--- src/rtl/core/atnf_pkg.sv ---
// ----------------------------------------------------------------------------
// atnf_pkg
// Shared types and constants of the announcement record name filter.
// ----------------------------------------------------------------------------
package atnf_pkg;

    // Largest name that can be matched, in bytes.
    localparam int unsigned MAX_NAME_BYTES = 16;
    localparam int unsigned NAME_IDX_W     = $clog2(MAX_NAME_BYTES);

    // Configuration register indexes.
    localparam logic [1:0] CFG_TARGET_TYPE = 2'd0;
    localparam logic [1:0] CFG_NAME_LENGTH = 2'd1;
    localparam logic [1:0] CFG_NAME_LOW    = 2'd2;
    localparam logic [1:0] CFG_NAME_HIGH   = 2'd3;

    // Configuration reset values.
    localparam logic [7:0] RST_TARGET_TYPE = 8'h0B;
    localparam logic [4:0] RST_NAME_LENGTH = 5'd16;

    // Parser phase codes.
    localparam logic [1:0] PH_LENGTH = 2'd0;
    localparam logic [1:0] PH_TYPE   = 2'd1;
    localparam logic [1:0] PH_VALUE  = 2'd2;

    // Status codes.
    localparam logic [1:0] ST_NONE      = 2'd0;
    localparam logic [1:0] ST_MATCH     = 2'd1;
    localparam logic [1:0] ST_MALFORMED = 2'd2;

    typedef struct packed {
        logic [7:0]  target_type;
        logic [4:0]  name_length;
        logic [63:0] name_high;
        logic [63:0] name_low;
    } t_cfg;

    typedef struct packed {
        logic       valid;
        logic [1:0] status;
    } t_result;

endpackage

--- src/rtl/core/atnf_cfg_regs.sv ---
// ----------------------------------------------------------------------------
// atnf_cfg_regs
// Configuration register file: match type, name length and name bytes.
// ----------------------------------------------------------------------------
module atnf_cfg_regs (
    input  logic          i_clk,
    input  logic          i_rst_n,
    input  logic          i_cfg_we,
    input  logic [1:0]    i_cfg_index,
    input  logic [63:0]   i_cfg_data,
    output atnf_pkg::t_cfg o_cfg
);
    import atnf_pkg::*;

    t_cfg r_cfg;

    always_ff @(posedge i_clk) begin
        if (!i_rst_n) begin
            r_cfg.target_type <= RST_TARGET_TYPE;
            r_cfg.name_length <= RST_NAME_LENGTH;
            r_cfg.name_low    <= '0;
            r_cfg.name_high   <= '0;
        end else if (i_cfg_we) begin
            case (i_cfg_index)
                CFG_TARGET_TYPE: r_cfg.target_type <= i_cfg_data[7:0];
                CFG_NAME_LENGTH: r_cfg.name_length <= i_cfg_data[4:0];
                CFG_NAME_LOW:    r_cfg.name_low    <= i_cfg_data;
                CFG_NAME_HIGH:   r_cfg.name_high   <= i_cfg_data;
                default: begin
                end
            endcase
        end
    end

    assign o_cfg = r_cfg;

endmodule

--- src/rtl/core/atnf_parser.sv ---
// ----------------------------------------------------------------------------
// atnf_parser
// Length-type-value walker: one byte per i_accept cycle, status on last byte.
// ----------------------------------------------------------------------------
module atnf_parser (
    input  logic              i_clk,
    input  logic              i_rst_n,
    input  atnf_pkg::t_cfg    i_cfg,
    input  logic              i_accept,
    input  logic [7:0]        i_data_byte,
    input  logic              i_last_byte,
    output atnf_pkg::t_result o_result
);
    import atnf_pkg::*;

    logic [1:0] r_phase, n_phase;
    logic [7:0] r_bytes_left, n_bytes_left;
    logic [4:0] r_value_pos, n_value_pos;
    logic       r_cand, n_cand;
    logic       r_decided, n_decided;
    logic [1:0] r_dec_status, n_dec_status;

    logic [7:0]   left_dec;
    logic [7:0]   name_byte;
    logic [127:0] name_all;
    logic         type_cand;
    logic         value_cand;
    logic [1:0]   status;

    assign name_all  = {i_cfg.name_high, i_cfg.name_low};
    assign name_byte = name_all[{r_value_pos[NAME_IDX_W-1:0], 3'b000} +: 8];
    assign left_dec  = r_bytes_left - 8'd1;

    assign type_cand = (i_data_byte == i_cfg.target_type)
                    && (i_cfg.name_length <= 5'(MAX_NAME_BYTES))
                    && ({3'b000, i_cfg.name_length} == left_dec);

    assign value_cand = r_cand && (r_value_pos < 5'(MAX_NAME_BYTES))
                     && (i_data_byte == name_byte);

    always_comb begin
        n_phase      = r_phase;
        n_bytes_left = r_bytes_left;
        n_value_pos  = r_value_pos;
        n_cand       = r_cand;
        n_decided    = r_decided;
        n_dec_status = r_dec_status;

        if (!r_decided) begin
            case (r_phase)
                PH_LENGTH: begin
                    if (i_data_byte == 8'd0) begin
                        n_decided    = 1'b1;
                        n_dec_status = ST_MALFORMED;
                    end else begin
                        n_bytes_left = i_data_byte;
                        n_phase      = PH_TYPE;
                    end
                end
                PH_TYPE: begin
                    n_bytes_left = left_dec;
                    n_value_pos  = '0;
                    if (left_dec == 8'd0) begin
                        if (type_cand) begin
                            n_decided    = 1'b1;
                            n_dec_status = ST_MATCH;
                        end
                        n_cand  = 1'b0;
                        n_phase = PH_LENGTH;
                    end else begin
                        n_cand  = type_cand;
                        n_phase = PH_VALUE;
                    end
                end
                default: begin
                    n_value_pos  = r_value_pos + 5'd1;
                    n_bytes_left = left_dec;
                    if (left_dec == 8'd0) begin
                        if (value_cand) begin
                            n_decided    = 1'b1;
                            n_dec_status = ST_MATCH;
                        end
                        n_cand  = 1'b0;
                        n_phase = PH_LENGTH;
                    end else begin
                        n_cand = value_cand;
                    end
                end
            endcase
        end

        // A record that ends inside a field, with nothing decided, is malformed.
        if (n_decided) begin
            status = n_dec_status;
        end else if (n_phase != PH_LENGTH) begin
            status = ST_MALFORMED;
        end else begin
            status = ST_NONE;
        end

        // The last byte closes the record and the next byte opens a new one.
        if (i_last_byte) begin
            n_phase      = PH_LENGTH;
            n_bytes_left = '0;
            n_value_pos  = '0;
            n_cand       = 1'b0;
            n_decided    = 1'b0;
            n_dec_status = ST_NONE;
        end
    end

    always_ff @(posedge i_clk) begin
        if (!i_rst_n) begin
            r_phase      <= PH_LENGTH;
            r_bytes_left <= '0;
            r_value_pos  <= '0;
            r_cand       <= 1'b0;
            r_decided    <= 1'b0;
            r_dec_status <= ST_NONE;
        end else if (i_accept) begin
            r_phase      <= n_phase;
            r_bytes_left <= n_bytes_left;
            r_value_pos  <= n_value_pos;
            r_cand       <= n_cand;
            r_decided    <= n_decided;
            r_dec_status <= n_dec_status;
        end
    end

    assign o_result.valid  = i_accept && i_last_byte;
    assign o_result.status = status;

endmodule

--- src/rtl/core/announce_tlv_name_filter.sv ---
// ----------------------------------------------------------------------------
// announce_tlv_name_filter
// Name filter for announcement records made of length-type-value fields.
// ----------------------------------------------------------------------------
//
//  Channel   Direction  Handshake               Payload
//  --------  ---------  ----------------------  ---------------------------
//  in        sink       i_in_valid / o_in_stall  i_data_byte, i_last_byte
//  out       source     o_out_valid / i_out_stall o_status
//  cfg       sink       i_cfg_we                i_cfg_index, i_cfg_data
//
//  One byte is taken per clock cycle while o_in_stall is low; the walk over
//  the fields updates the parser state once per byte taken. The status of a
//  record is shown on o_status in the cycle after its last byte is taken
//  when the output register is empty or drains as that byte is taken; else
//  it waits in the skid register until the output register drains.
//  Reset is synchronous and clears the parser, the output stages and the
//  configuration registers to their default values.
//  o_in_stall rises only while a second status waits behind a stalled one.
//
module announce_tlv_name_filter (
    input  logic        i_clk,
    input  logic        i_rst_n,
    // Input transactions: one record byte each.
    input  logic        i_in_valid,
    output logic        o_in_stall,
    input  logic [7:0]  i_data_byte,
    input  logic        i_last_byte,
    // Output transactions: one status per record.
    output logic        o_out_valid,
    input  logic        i_out_stall,
    output logic [1:0]  o_status,
    // Configuration writes.
    input  logic        i_cfg_we,
    input  logic [1:0]  i_cfg_index,
    input  logic [63:0] i_cfg_data
);
    import atnf_pkg::*;

    t_cfg    cfg;
    t_result result;
    logic    in_accept;
    logic    out_fire;

    // Output register and the skid register behind it.
    logic       r_out_valid;
    logic [1:0] r_out_status;
    logic       r_skid_valid;
    logic [1:0] r_skid_status;

    // The skid register catches a status that arrives while the output
    // register is held, so the input side never waits on the output side
    // combinationally.
    assign o_in_stall = r_skid_valid;
    assign in_accept  = i_in_valid && !r_skid_valid;
    assign out_fire   = r_out_valid && !i_out_stall;

    atnf_cfg_regs u_cfg_regs (
        .i_clk       (i_clk),
        .i_rst_n     (i_rst_n),
        .i_cfg_we    (i_cfg_we),
        .i_cfg_index (i_cfg_index),
        .i_cfg_data  (i_cfg_data),
        .o_cfg       (cfg)
    );

    atnf_parser u_parser (
        .i_clk       (i_clk),
        .i_rst_n     (i_rst_n),
        .i_cfg       (cfg),
        .i_accept    (in_accept),
        .i_data_byte (i_data_byte),
        .i_last_byte (i_last_byte),
        .o_result    (result)
    );

    always_ff @(posedge i_clk) begin
        if (!i_rst_n) begin
            r_out_valid  <= 1'b0;
            r_skid_valid <= 1'b0;
        end else if (r_skid_valid) begin
            // No input is taken while the skid register is full.
            if (out_fire) begin
                r_out_status <= r_skid_status;
                r_skid_valid <= 1'b0;
            end
        end else if (result.valid) begin
            if (!r_out_valid || out_fire) begin
                r_out_valid  <= 1'b1;
                r_out_status <= result.status;
            end else begin
                r_skid_valid  <= 1'b1;
                r_skid_status <= result.status;
            end
        end else if (out_fire) begin
            r_out_valid <= 1'b0;
        end
    end

    assign o_out_valid = r_out_valid;
    assign o_status    = r_out_status;

endmodule

--- config.mk ---
export PLATFORM = sky130hd
export DESIGN_NAME = announce_tlv_name_filter
export DESIGN_NICKNAME = d
export VERILOG_FILES = /design/src/rtl/core/atnf_pkg.sv /design/src/rtl/core/atnf_cfg_regs.sv /design/src/rtl/core/atnf_parser.sv /design/src/rtl/core/announce_tlv_name_filter.sv
export SDC_FILE = /design/constraint.sdc
export NUM_CORES = 1
export LEC_CHECK = 0
export BUFFER_PORTS_ARGS = -buffer_cell sky130_fd_sc_hd__buf_4
export CAP_MARGIN = 20
export CORE_ASPECT_RATIO = 2
export CORE_UTILIZATION = 54
export CTS_CLUSTER_DIAMETER = 150
export CTS_CLUSTER_SIZE = 14
export DETAILED_ROUTE_END_ITERATION = 16
export PLACE_DENSITY = 0.77
export SLEW_MARGIN = 20
export SYNTH_ARGS = -nofsm -noshare
export SYNTH_HDL_FRONTEND = slang
export SYNTH_HIERARCHICAL = 1
export SYNTH_SLANG_ARGS = --single-unit
--- constraint.sdc ---
create_clock -name i_clk -period 3 [get_ports i_clk]
set_clock_uncertainty 0.1 [all_clocks]
set_input_delay 0.6 -clock i_clk [delete_from_list [all_inputs] [get_ports i_clk]]
set_output_delay 0.6 -clock i_clk [all_outputs]
set_load 0.05 [all_outputs]
==> impl_metrics.json <==
{
  "synth_top_area_share_pct": 38.7,
  "final_core_util_pct": 64.6,
  "ctsLongestPathBuffers": 2,
  "synth_adder_area_share_pct": 0.448,
  "peakVddDrop_uv": 433,
  "fmax_mhz": 326,
  "numCtsBuffers": 17,
  "hp-start": "i_cfg_data[41]",
  "synthXorXnorAreaFrac_pct": 2.62,
  "diodes": 0,
  "die-area_sq_um": 16000,
  "min_period_over_period_pct": 102,
  "r2r_cells": 10,
  "cpPeakStageDelay_ps": 530,
  "violations": "negative setup slack",
  "grt_pass1_wl_mm": 32.7,
  "crit_fanout": 11,
  "fp.dieW_um": 90.0,
  "async_flop_share_pct": 0,
  "worstSetupPathType": "register to register",
  "synth_area_per_cell_sq_um": 9.78,
  "clock-sinks": 166,
  "cp_cell_sequence": "buf_12 -> mux4_2 -> mux2i_1 -> mux2i_1 -> xor2_1 -> a2111oi_4 -> o2111ai_2 -> o221a_2 -> a21oi_2 -> mux2_4",
  "synth-edff-count": 4,
  "synth_top_cell_by_area": "dfxtp_1",
  "p_per_area_nw_per_um2": 509,
  "finalCriticalPeriod_ps": 3070,
  "synth_most_common_cell": "nand2_1",
  "crit_path_frequent_cell": "mux2i_1",
  "syn_area_sq_um": 8370,
  "hold_violations": 0,
  "first_pass_iters": 5,
  "finalSetupViolCount": 1,
  "clkSlewWorstSetupHoldPaths_ps": 70,
  "rows": 64,
  "portBuffers": 83,
  "grt_max_degree": 82,
  "regArea_sq_um": 3370,
  "grt_pass1_vias": 6517,
  "synth-seq-cells": 166,
  "drive_gt1_share_pct": 21.4,
  "synthTopCellsByArea": "dfxtp_1 39%, mux2i_1 20%, nand2_1 9.6%, mux4_2 4.6%, xnor2_1 1.8%",
  "worst_pin_slew_ps": 774,
  "synthMuxAreaShare_pct": 26.8,
  "wl_mm": 20.6,
  "core_area_sq_um": 15200,
  "rsz0062_at_grt": "true",
  "viasPerCell": 5.65,
  "crit_path_start_kind": "register",
  "relSlewSlack_pct": 48.2,
  "status": "finished, violations left",
  "gr-total-overflow": 0,
  "fill_cells": 1201,
  "hold_depth": 3,
  "synth_nets": 939,
  "syn_to_final_growth_pct": 17.5,
  "dp_hpwl_mm": 14.3,
  "ctsHtreeMaxLevel": 4,
  "synth_top_family_by_area": "multiplexers",
  "reg2reg_from": "u_parser/r_value_pos[2]$_SDFFE_PN0P_",
  "end_kind": "register",
  "yosysUniqueCellTypes": 63,
  "yosys.area_share.simple_pct": 16.8,
  "yosysWarnings": 6,
  "place.gp.congestion": 0.878,
  "layout.nets": 1024,
  "crit_buf_inv": 1,
  "hold_path_class": "input port to register",
  "cp_slowest_cell": "mux4_2",
  "root_buffer": "clkbuf_16",
  "worst_path_dominant_cell_family": "multiplexers",
  "critPathRequiredTime_ps": 3200,
  "ys.flop_type": "dfxtp_1",
  "seq_area_frac_synth_pct": 40.2,
  "track_usage_pct": 26.2,
  "maxCapViolCount": 0,
  "finalPower_mw": 5.01,
  "insertion_delay_ps": 430,
  "r2r_setup_slack_ps": -70,
  "cp_num_cells": 10,
  "drc_errors": 0,
  "drt-initial-drc-count": 401,
  "finalMaxSlewViolations": 0,
  "hold_end": "u_cfg_regs/o_cfg[41]$_SDFFE_PN0P_",
  "multi_input_area_sq_um": 4500,
  "wl_per_cell_um": 17.9,
  "power.leakage_nw": 4.02,
  "cp_data_arrival_time_ps": 3270,
  "tns_ps": -65.9,
  "vias": 6505,
  "r2r_end": "o_status[0]$_DFFE_PP_",
  "initial_utilization_pct": 55.0,
  "syn_inst": 856,
  "setup_slack_ps": -65.9,
  "synth_common_cells": "214 x nand2_1, 171 x mux2i_1, 162 x dfxtp_1",
  "grt_antenna_before_repair": 0,
  "synth_compound_area_share_pct": 6.65,
  "die_h_um": 178,
  "io_pins": 84,
  "tritoncts": "yes",
  "postRouteAntennaNets": 0
}
## metal layers
metal	GRT usage, %	part of all wire (%)	vias to the layer above
li1	-	-	3157
met1	28.1	39	3129
met2	48.7	53	170
met3	5.03	3.3	49
met4	12.8	3.7	0
met5	0	0	-
## kinds of logic after synthesis
kind of cell	after synthesis
compound gates	77
buf+inv	76
xor+xnor	25
mux	196
simple gates	313
fa+ha+maj	3
flops	166
## power breakdown
group	switching, mW	leakage, nW	internal [mW]
logic	0.299	2.39	0.251
clock network	0.959	0.277	1.16
registers	0.0526	1.35	2.29
## final cells by class
type,count,share of cell area [%]
clock buffer,17,4.33
multi-input combinational,614,45.8
tap,198,2.52
sequential,166,34.3
clock inverter,15,1.43
timing repair buffer,129,11.2
inverter,13,0.496
## state kept, by name, summed over array words and instances, names as in the netlist, 2 cells and up
signal	cells
u_parser/r_dec_status	2
u_parser/r_bytes_left	8
u_parser/r_phase	2
u_parser/r_value_pos	5
o_status	2
r_skid_status	2
u_cfg_regs/o_cfg	141
## placed cells by master (no fill, tap or decap), types with 3 or more instances in the layout
cell type,count
nand2_1,214
mux2i_1,171
dfxtp_1,159
buf_4,119
nor2_1,21
mux4_2,20
clkbuf_16,17
xnor2_1,17
a21oi_1,16
nor2b_1,15
o21ai_0,15
inv_1,12
nand3_1,10
inv_6,8
buf_12,8
nor3_1,7
xor2_1,7
nor3b_1,6
and2_1,6
a22o_1,6
nand2b_1,5
nand4_1,5
a211oi_1,5
edfxtp_1,4
o211ai_1,4
or4_1,4
mux2_2,3
nand3b_1,3
nand4bb_1,3
a221oi_1,3
a221oi_2,3
o21a_1,3
a41o_1,3
o21ai_1,3
ha_1,3
## worst min-delay path: cells and delay by family
kind / cells / cell delay [ps]
mux: 1 / 110
buf+inv: 1 / 70
simple gates: 1 / 50
## through the flow
stage	setup WS, ps	instance area (sq um)	hold WS (ps)	cells
2_1_floorplan	42.8	8370	330	856
3_3_place_gp	-180	9140	340	1116
3_5_place_dp	-199	9140	345	1116
4_1_cts	11.6	9770	327	1150
5_1_grt	-112	9830	340	1152
6_report	-65.9	9830	346	1152
## worst max-delay path by stage
| stage | startpoint | to | slack, ps |
|---|---|---|---|
| after floorplan | u_parser/r_value_pos[1]$_SDFFE_PN0P_ | o_status[0]$_DFFE_PP_ | 40 |
| after global placement | u_parser/r_value_pos[1]$_SDFFE_PN0P_ | o_status[0]$_DFFE_PP_ | -180 |
| after detailed placement | u_parser/r_value_pos[1]$_SDFFE_PN0P_ | o_status[0]$_DFFE_PP_ | -200 |
| after CTS | u_parser/r_value_pos[1]$_SDFFE_PN0P_ | o_status[0]$_DFFE_PP_ | 10 |
| after global routing | u_parser/r_value_pos[2]$_SDFFE_PN0P_ | o_status[0]$_DFFE_PP_ | -110 |
| final | u_parser/r_value_pos[2]$_SDFFE_PN0P_ | o_status[0]$_DFFE_PP_ | -70 |
## what timing repair did
action,4_1_cts,5_1_grt
gates resized for setup,10,7
setup buffers,2,2
pin swaps,7,2
hold buffers,0,0
cloned,1,0
endpoints found under the setup margin,4,4
Power figures use the tool's default switching activity.
